==> src/sis_pkg.sv <==
// Shared types and constants of the sorted integer set.
package sis_pkg;

  localparam int unsigned OP_W    = 2;
  localparam int unsigned VALUE_W = 32;
  localparam int unsigned POS_W   = 6;
  localparam int unsigned COUNT_W = 7;

  // Request codes. The fourth code behaves as a lookup.
  localparam logic [OP_W-1:0] OP_ADD    = 2'd1;
  localparam logic [OP_W-1:0] OP_REMOVE = 2'd2;

  // Command broadcast to every cell of the chain during the update cycle.
  typedef struct packed {
    logic shift_up;    // make room: cells at and above the insert point move up
    logic shift_down;  // close a gap: cells at and above the hit take the next value
  } sis_cell_cmd_t;

endpackage

==> src/sis_cell.sv <==
// One storage cell of the sorted chain: holds a value and its compare flags.
module sis_cell
  import sis_pkg::*;
(
  input  logic                       clk,
  input  logic                       occupied,
  input  logic                       cmp_en,
  input  logic signed [VALUE_W-1:0]  cmp_value,
  input  logic                       less_prev,
  input  logic signed [VALUE_W-1:0]  value_prev,
  input  logic signed [VALUE_W-1:0]  value_next,
  input  logic signed [VALUE_W-1:0]  ins_value,
  input  sis_cell_cmd_t              cmd,
  output logic signed [VALUE_W-1:0]  value,
  output logic                       less,
  output logic                       eq
);

  logic signed [VALUE_W-1:0] value_r;
  logic signed [VALUE_W-1:0] value_nxt;
  logic                      less_r;
  logic                      eq_r;

  // A cell whose stored value is not below the request value sits at or
  // above the insert point, so it is the one that moves.
  always_comb begin
    value_nxt = value_r;
    if (cmd.shift_up && !less_r) begin
      value_nxt = less_prev ? ins_value : value_prev;
    end else if (cmd.shift_down && !less_r) begin
      value_nxt = value_next;
    end
  end

  always_ff @(posedge clk) begin
    value_r <= value_nxt;
    if (cmp_en) begin
      less_r <= occupied && (value_r < cmp_value);
      eq_r   <= occupied && (value_r == cmp_value);
    end
  end

  assign value = value_r;
  assign less  = less_r;
  assign eq    = eq_r;

endmodule

==> config.mk <==
export PLATFORM = sky130hd
export DESIGN_NAME = sis_cell
export DESIGN_NICKNAME = d
export VERILOG_FILES = /design/src/sis_pkg.sv /design/src/sis_cell.sv
export SDC_FILE = /design/constraint.sdc
export NUM_CORES = 1
export LEC_CHECK = 0
export BUFFER_PORTS_ARGS = -buffer_cell sky130_fd_sc_hd__buf_2
export CORE_MARGIN = 10
export CORE_UTILIZATION = 47
export CTS_BUF_LIST = sky130_fd_sc_hd__clkbuf_4
export CTS_CLUSTER_DIAMETER = 150
export DETAILED_ROUTE_END_ITERATION = 16
export HOLD_SLACK_MARGIN = 0.1
export PLACE_DENSITY = 0.88
export SLEW_MARGIN = 0
export SYNTH_ARGS = -nofsm -noshare
export SYNTH_HDL_FRONTEND = slang
export SYNTH_SLANG_ARGS = --single-unit
export TNS_END_PERCENT = 5
==> constraint.sdc <==
create_clock -name clk -period 6.03 [get_ports clk]
set_input_delay 1.206 -clock clk [delete_from_list [all_inputs] [get_ports clk]]
set_output_delay 1.206 -clock clk [all_outputs]
set_load 0.005 [all_outputs]
==> results.toml, run 1 <==
[setup_path]
r2r_end = "value[9]$_DFFE_PP_"
worstPathMaxFanout = 2
timing.rr.start = "less$_DFFE_PP_"
ff2ff_path_depth = 2
end_kind = "flip-flop"
cp_data_arrival_time_ns = 2.59
worst_ep_required_time_ns = 6.22
startpoint_type = "primary input"
worstSetupPathType = "primary input to flip-flop"
r2r_setup_slack_ns = 4.15

[synth]
yosysMostFrequentCell = "nand2_1"
synth_edf_count = 34
avgSynthCellArea_sq_um = 9.86
yosys-top-cells-area = "edfxtp_1 40%, ha_1 16%, mux2i_1 13%"
ys_seq_area_share_pct = 40.0
synthCells = 259
yosys.area.top_type = "edfxtp_1"
yosys.area.top_type_share_pct = 40.0
synth_cell_type_count = 30
async_reset_ff_share_pct = 0
ys_ff_latch = 34
yosysWarningCount = 0
synth_common_cells = "39 x nand2_1, 34 x edfxtp_1, 33 x mux2i_1"
synth_flop_cell = "edfxtp_1"
syn_nets = 425
synth_area_sq_um = 2550

[routing]
vias = 2451
ant_nets = 0
first_iter_violations = 60
post_drt_wl_per_cell_microns = 16.2
firstDrtPassIters = 5
drc = 0
drt-total-wl_microns = 8010
drt-vias-per-instance = 4.97

[sta]
drv_slew = 0
period_share_pct = 39.8
period_needed_ns = 2.40
rsz0062_at_grt = "no"
skew_ns = 0.00766
hold_viol = 0
whs_ns = 0.796
finalSetupTns_ns = 0
fmax_mhz = 416
maxSlewHeadroom_pct = 30.1
worst_pin_slew_ns = 1.05
finalSetupViolations = 0

[layout]
fin_cells = 493
area_growth_pct = 36.8
fillers = 432
fin_nets = 588
fin_util_pct = 67.5
drive_gt1_share_pct = 43.5
n_antenna_cell = 0

[clock_network]
cts_resized = 0
cts-root-buf = "clkbuf_4"
cts_tree = "yes"
clk_path_buf_depth = 2
post-cts-setup-buffers = 0
clock_latency_ns = 0.33
h-tree-depth = 2
path_clk_slew_ns = 0.10
clkSinkCount = 34
postCtsHoldBufs = 0
cts_made_buffers = 5

[pwr]
p_per_area_nw_per_um2 = 184
leakagePower_nw = 1.90
power_mw = 0.641
ir_drop_mv = 0.0917

[global_routing]
use_met1_pct = 18.5
grt_util_all_layers_pct = 17.5
grt_pass1_vias = 2666
grt-ovfl-total = 0
top_usage_layer = "met2"
antenna_found_initial = 0
use_met3_pct = 5.76
use_met2_pct = 32.4
grt_max_degree = 65
grt_pass1_wl_microns = 12400

[flow_run]
max-cap-violations = 0

[die]
die_x_microns = 93.7
coreArea_sq_um = 5170
ioPinCount = 168
initial_core_util_pct = 49.4
row_count = 26
die_height_microns = 93.7
die-area_sq_um = 8780

[placed_design]
io_buffers = 167
dp_hpwl_microns = 6900
dpl.cell_count = 485
gp_congestion = 0.796

[run_status]
status = "finished, final reports clean"

[worst_hold_path]
hold_path.class = "flip-flop to flip-flop"
whs_endpoint = "eq$_DFFE_PP_"
worstHoldStart = "value[2]$_DFFE_PP_"
min_path_cells = 2
## critical path, stage by stage
cell	delay, ns
buf_2	0.07
inv_1	0.03
ha_1	0.30
nand4_2	0.15
nor4b_2	0.38
nor2_1	0.07
a31oi_1	0.18
mux2i_1	0.20
## worst max path at each step
| stage | from | to | slack, ns | depth (start not counted) |
|---|---|---|---|---|
| floorplan | cmd[1] | value[0]$_DFFE_PP_ | 3.00 | 2 |
| global placement | cmp_value[30] | less$_DFFE_PP_ | 3.31 | 8 |
| global route | cmp_value[15] | less$_DFFE_PP_ | 3.42 | 8 |
| CTS | cmp_value[15] | less$_DFFE_PP_ | 3.64 | 8 |
| detailed placement | cmp_value[15] | less$_DFFE_PP_ | 3.28 | 8 |
| finish | cmp_value[29] | less$_DFFE_PP_ | 3.63 | 8 |
## where the power goes
part           internal, mW  switching (mW)  total [mW]
clock                0.0483          0.0747       0.123
combinational         0.101           0.106       0.208
sequential            0.296          0.0151       0.311
## metrics by stage
step,instance area (sq um),worst slack [ns]
after floorplan,2550,3.00
after global placement,3440,3.31
after detailed placement,3440,3.28
after CTS,3490,3.64
after global routing,3490,3.42
final,3490,3.63
## cells by family (layout without fill, tap and decap cells)
group           Yosys count  count (layout)  synth area share (%)
simple gates             58              58                  12.1
buf+inv                  43             207                  6.57
flops                    34              34                  40.0
mux                      33              33                  12.9
compound gates           59              59                  12.8
fa+ha+maj                32              32                  15.7
## registers in the layout (all words and copies together) (netlist names)
register / flops
eq: 1
less: 1
value: 32
## layout make-up
| class | count | area (sq um) | area share, % |
|---|---|---|---|
| Inverter | 32 | 120 | 3.44 |
| Clock inverter | 2 | 8.76 | 0.251 |
| Timing Repair Buffer | 167 | 836 | 23.9 |
| Sequential cell | 34 | 1020 | 29.2 |
| Clock buffer | 6 | 45.0 | 1.29 |
| Tap cell | 70 | 87.6 | 2.51 |
| Multi-Input combinational cell | 182 | 1380 | 39.4 |
## layout by cell type (no fill, tap or decap), drive strengths merged, types with 2 or more instances in the layout
master / n
buf: 167
nand2: 39
o21ai: 38
edfxtp: 34
mux2i: 33
inv: 32
ha: 32
a21oi: 11
clkbuf: 6
nand4: 5
nor2: 4
and4: 3
a211oi: 3
a21o: 2
clkinv: 2
## routing by layer
layer / share of wire [%] / wire length [microns]
met1: 39 / 3090
met2: 54 / 4310
met3: 6.6 / 530
met4: 0.95 / 76
met5: 0 / 0
No activity file was read; power rests on OpenSTA's default activity.
==> inputs of run 2 (changes only) <==
Settings changed: CORE_UTILIZATION 47 to 44, PLACE_DENSITY 0.88 to 0.83.
Clock period 6.03 ns to 2.3 ns, I/O delays scaled along.
==> run 2 against run 1 <==
Sequential share of layout area shrank 0.39 points; routed wire length increased by 1.6%; global-route usage is 0.56 points lower; highest routed layer unchanged; first-iteration DRC count shrank 18%; die area up 5.4%.
==> results.toml, run 2 (synthesis gave the netlist of run 1 again) <==
[placed_design]
dp_hpwl_microns = 7000
dpl.cell_count = 490
place_worst_setup_slack_ns = 0.281
post_dp_cell_area_sq_um = 3490
io_buffers = 167
gp_congestion = 0.789

[layout]
fin_nets = 591
area_growth_pct = 38.7
layout_common_cells = "167 x buf_2, 39 x nand2_1, 34 x edfxtp_1"
fin_cells = 499
largest_register_ffs = 32
ff_latch_area_sq_um = 1020
fin_area_sq_um = 3540
fillers = 496
drive_gt1_share_pct = 43.4
multi_input_area_sq_um = 1380
mostFrequentLayoutCell = "buf_2"

[clock_network]
clkSinkCount = 34
cts_resized = 0
cts_made_buffers = 5
clock_latency_ns = 0.33
cts-root-buf = "clkbuf_4"
path_clk_slew_ns = 0.11
postCtsHoldBufs = 0
h-tree-depth = 2
post-cts-setup-buffers = 0
cts_tree = "yes"
clk_path_buf_depth = 2

[sta]
setup_ws_ns = 0.402
period_share_pct = 82.5
fmax_mhz = 527
skew_ns = 0.00832
drv_slew = 0
worst_pin_slew_ns = 0.608
finalSetupViolations = 0
rsz0062_at_grt = "no"
period_needed_ns = 1.90
hold_viol = 0
whs_ns = 0.352
maxSlewHeadroom_pct = 59.5
finalSetupTns_ns = 0

[routing]
post_drt_wl_per_cell_microns = 16.3
ant_nets = 0
vias = 2458
first_iter_violations = 49
firstDrtPassIters = 4
drc = 0
drt-total-wl_microns = 8130
drt-vias-per-instance = 4.93

[die]
initial_core_util_pct = 45.8
die-area_sq_um = 9250
die_height_microns = 96.2
row_count = 27
coreArea_sq_um = 5570
ioPinCount = 168
die_x_microns = 96.2

[pwr]
p_per_area_nw_per_um2 = 475
ir_drop_mv = 0.237
leakagePower_nw = 1.91

[global_routing]
grt-ovfl-total = 0
grt_util_all_layers_pct = 16.9
grt_max_degree = 34
grt_pass1_vias = 2685
antenna_found_initial = 0
grt_pass1_wl_microns = 12200

[setup_path]
cp_data_arrival_time_ns = 1.98
cp_slowest_cell = "edfxtp_1"
startpoint_type = "flip-flop"
crit_path_cell_trace = "ha_1 -> nand4_2 -> nor4_2 -> o21ai_1 -> a31oi_1 -> mux2i_1"
end_kind = "flip-flop"
worstPathMaxFanout = 3
critPathMaxStageDelay_ns = 0.41
worst_ep_required_time_ns = 2.38
worstSetupPathType = "flip-flop to flip-flop"

[flow_run]
max-cap-violations = 0

[worst_hold_path]
hold_path.class = "primary input to flip-flop"

[run_status]
status = "finished, final reports clean"
run 2: metrics by stage:
stage / power, mW / utilization (%)
2_1_floorplan: 1.12 / -
3_3_place_gp: 1.36 / 62.6
3_5_place_dp: 1.39 / 62.6
4_1_cts: 1.70 / 63.5
5_1_grt: 1.80 / 63.5
6_report: 1.68 / 63.5
run 2: power breakdown:
part           internal, mW  switching, mW  total [mW]
Combinational         0.275          0.283       0.558
Clock                 0.109          0.201       0.310
Sequential            0.774         0.0391       0.813
Total                  1.16          0.522        1.68
run 2: final timing paths:
| kind | end | startpoint | cells after the start | slack [ns] |
|---|---|---|---|---|
| setup / recovery | less$_DFFE_PP_ | value[15]$_DFFE_PP_ | 6 | 0.40 |
| hold / removal | eq$_DFFE_PP_ | cmp_en | 1 | 0.35 |
| setup reg to reg | less$_DFFE_PP_ | value[15]$_DFFE_PP_ | 6 | 0.40 |
| hold reg to reg | eq$_DFFE_PP_ | value[2]$_DFFE_PP_ | 2 | 0.80 |
run 2: final cells by class:
cell class                 count  share of cell area [%]
clock inverter                 3                   0.318
antenna                        1                  0.0707
inverter                      32                    3.39
timing repair buffer         170                    24.9
multi-input combinational    182                    38.8
clock buffer                   5                    1.06
tap                           72                    2.54
sequential                    34                    28.8
run 2: worst max-delay path: cells and delay by family, from the launching register on:
kind	cells	cell delay [ns]
and+or+nand+nor	2	0.51
DFF	1	0.41
adders and majority gates	1	0.34
AOI/OAI and AO/OA	2	0.29
muxes	1	0.09
run 2: layer usage:
layer	up-vias	wire (microns)	global-route usage, %	share of wire, %
met5	-	0	0	0
met2	99	4270	30.6	53
met1	1090	2980	17.9	37
li1	1255	-	-	-
met4	0	160	6.76	2.0
met3	14	723	5.21	8.9
==> inputs of run 3 (changes only) <==
Settings changed: ABC_AREA set to 1.
Clock period 2.3 ns to 1.75 ns, I/O delays scaled along.
==> run 3 against run 2 <==
Via count is 14% higher; combinational power grew 49%; total power rose by 39%; critical endpoint unchanged; largest cell class unchanged.
==> results.toml, run 3 <==
[setup_path]
timing.rr.start = "value[11]$_DFFE_PP_"
critPathBufInv = 1
r2r_end = "less$_DFFE_PP_"
path_delay_family = "simple AND/OR/NAND/NOR gates"
cp_slowest_cell = "edfxtp_1"
end_kind = "flip-flop"
critPathMaxStageDelay_ns = 0.46
r2r_setup_slack_ns = 0.02
crit_path_cell_trace = "ha_4 -> nand2_2 -> inv_2 -> nand3_2 -> nor3_2 -> nand2_1 -> nand2_1 -> nand2_2 -> a21oi_2 -> nor2_1"
ff2ff_path_depth = 10
cp_data_arrival_time_ns = 1.83
startpoint_type = "flip-flop"
worstPathMaxFanout = 2
worst_ep_required_time_ns = 1.85
worstSetupPathType = "flip-flop to flip-flop"

[die]
coreArea_sq_um = 5610
die_x_microns = 96.7
ioPinCount = 168
initial_core_util_pct = 46.2
die_height_microns = 96.7
die-area_sq_um = 9350
row_count = 27

[clock_network]
cts-root-buf = "clkbuf_4"
clk_path_buf_depth = 2
h-tree-depth = 2
path_clk_slew_ns = 0.11
clkSinkCount = 34
clock_latency_ns = 0.33
cts_tree = "yes"
cts_made_buffers = 5

[global_routing]
grt-ovfl-total = 0
grt_util_all_layers_pct = 16.6
antenna_found_initial = 1
grt_max_degree = 65
grt_pass1_vias = 2784
grt_pass1_wl_microns = 13200

[placed_design]
dp_hpwl_microns = 7140
io_buffers = 167
dpl.cell_count = 555
gp_congestion = 0.936
post_dp_cell_area_sq_um = 3500

[synth]
avgSynthCellArea_sq_um = 7.97
yosys.area.top_type_share_pct = 39.4
yosysWarningCount = 0
synth_flop_cell = "edfxtp_1"
yosys-top-cells-area = "edfxtp_1 39%, ha_1 15%, nand2_1 14%"
ys_seq_area_share_pct = 39.4
yosys.area.top_type = "edfxtp_1"
ys_ff_latch = 34
synth_cell_type_count = 23
synth_common_cells = "97 x nand2_1, 40 x inv_1, 40 x nor2_1"
synthCells = 325
yosysMostFrequentCell = "nand2_1"
async_reset_ff_share_pct = 0
synth_area_sq_um = 2590
syn_nets = 491
synth_edf_count = 34

[layout]
largest_register_ffs = 32
fin_cells = 566
layout_common_cells = "167 x buf_2, 92 x nand2_1, 39 x inv_1"
drive_gt1_share_pct = 43.8
fin_nets = 658
mostFrequentLayoutCell = "buf_2"
fin_area_sq_um = 3740
area_growth_pct = 44.4

[routing]
drc = 0
drt-vias-per-instance = 4.93
first_iter_violations = 170
drt-total-wl_microns = 8760
firstDrtPassIters = 4
ant_nets = 0
post_drt_wl_per_cell_microns = 15.5
vias = 2791

[run_status]
status = "finished, final reports clean"

[sta]
fmax_mhz = 579
maxSlewHeadroom_pct = 63.6
finalSetupViolations = 0
period_share_pct = 98.6
hold_viol = 0
drv_slew = 0
period_needed_ns = 1.73
whs_ns = 0.237
worst_pin_slew_ns = 0.545
rsz0062_at_grt = "yes"
skew_ns = 0.00549

[pwr]
p_per_area_nw_per_um2 = 624
ir_drop_mv = 0.402
leakagePower_nw = 1.92

[worst_hold_path]
worstHoldStart = "cmp_en"
hold_path.class = "primary input to flip-flop"
min_path_cells = 1
whs_endpoint = "less$_DFFE_PP_"

[flow_run]
max-cap-violations = 0
[run 3: layout make-up]
class / count / area (sq um)
fill: 487 / 1870
multi-input combinational: 235 / 1510
sequential: 34 / 1020
timing repair buffer: 173 / 906
inverter: 43 / 161
tap: 72 / 90.1
clock buffer: 5 / 37.5
clock inverter: 3 / 16.3
antenna: 1 / 2.50
[run 3: per-stage QoR]
stage / TNS (ns) / worst slack [ns] / power [mW] / util [%]
5_1_grt: -0.0367 / -0.0367 / 2.50 / 66.6
2_1_floorplan: 0 / 0.00519 / 1.50 / -
4_1_cts: 0 / 0.00894 / 2.27 / 63.5
6_report: 0 / 0.0243 / 2.33 / 66.7
3_3_place_gp: 0 / 0.0350 / 1.82 / 62.5
3_5_place_dp: -0.0370 / -0.0370 / 1.85 / 62.5
[run 3: worst register-to-register path, cell delays in order (launching register included)]
cell and delay, ns:
edfxtp_1 0.46, ha_4 0.31, nand2_2 0.05, inv_2 0.05, nand3_2 0.06, nor3_2 0.18, nand2_1 0.07, nand2_1 0.07
nand2_2 0.07, a21oi_2 0.13, nor2_1 0.05
[run 3: timing repair]
item,4_1_cts,5_1_grt
buffers inserted,0,2
hold buffers,0,0
endpoints found under the setup margin,0,1
resized for setup,0,21
[run 3: worst max path at each step]
stage	startpoint	to	slack, ns	cells past startpoint
detailed placement	cmp_value[23]	less$_DFFE_PP_	-0.04	10
floorplan	less$_DFFE_PP_	value[0]$_DFFE_PP_	0.005	1
finish	value[11]$_DFFE_PP_	less$_DFFE_PP_	0.02	10
global route	value[1]$_DFFE_PP_	less$_DFFE_PP_	-0.04	12
global placement	cmp_value[23]	less$_DFFE_PP_	0.03	10
CTS	value[23]$_DFFE_PP_	less$_DFFE_PP_	0.009	8
[run 3: kinds of logic (layout without fill, tap and decap cells)]
family | after synthesis | count (layout) | synth area share (%)
AND/OR/NAND/NOR | 151 | 151 | 24.0
buffers and inverters | 56 | 224 | 9.08
AO/OA/AOI/OAI | 52 | 52 | 12.0
flip-flops | 34 | 34 | 39.4
adder cells (fa/ha/maj) | 32 | 32 | 15.5
other | 0 | 1 | 0
[run 3: per-layer routing]
metal  GRT usage (%)  up-vias  wire length (microns)
met5               0        -                      0
met4            3.83        0                    130
met3            5.61       12                    634
met2            31.5      115                   4730
met1            17.0     1250                   3270
li1                -     1414                      -
[run 3: report_power, final]
group / leakage (nW) / switching [mW] / internal [mW] / total [mW]
registers: 0.328 / 0.0621 / 1.02 / 1.08
logic: 1.57 / 0.432 / 0.401 / 0.833
clock network: 0.0286 / 0.270 / 0.149 / 0.419
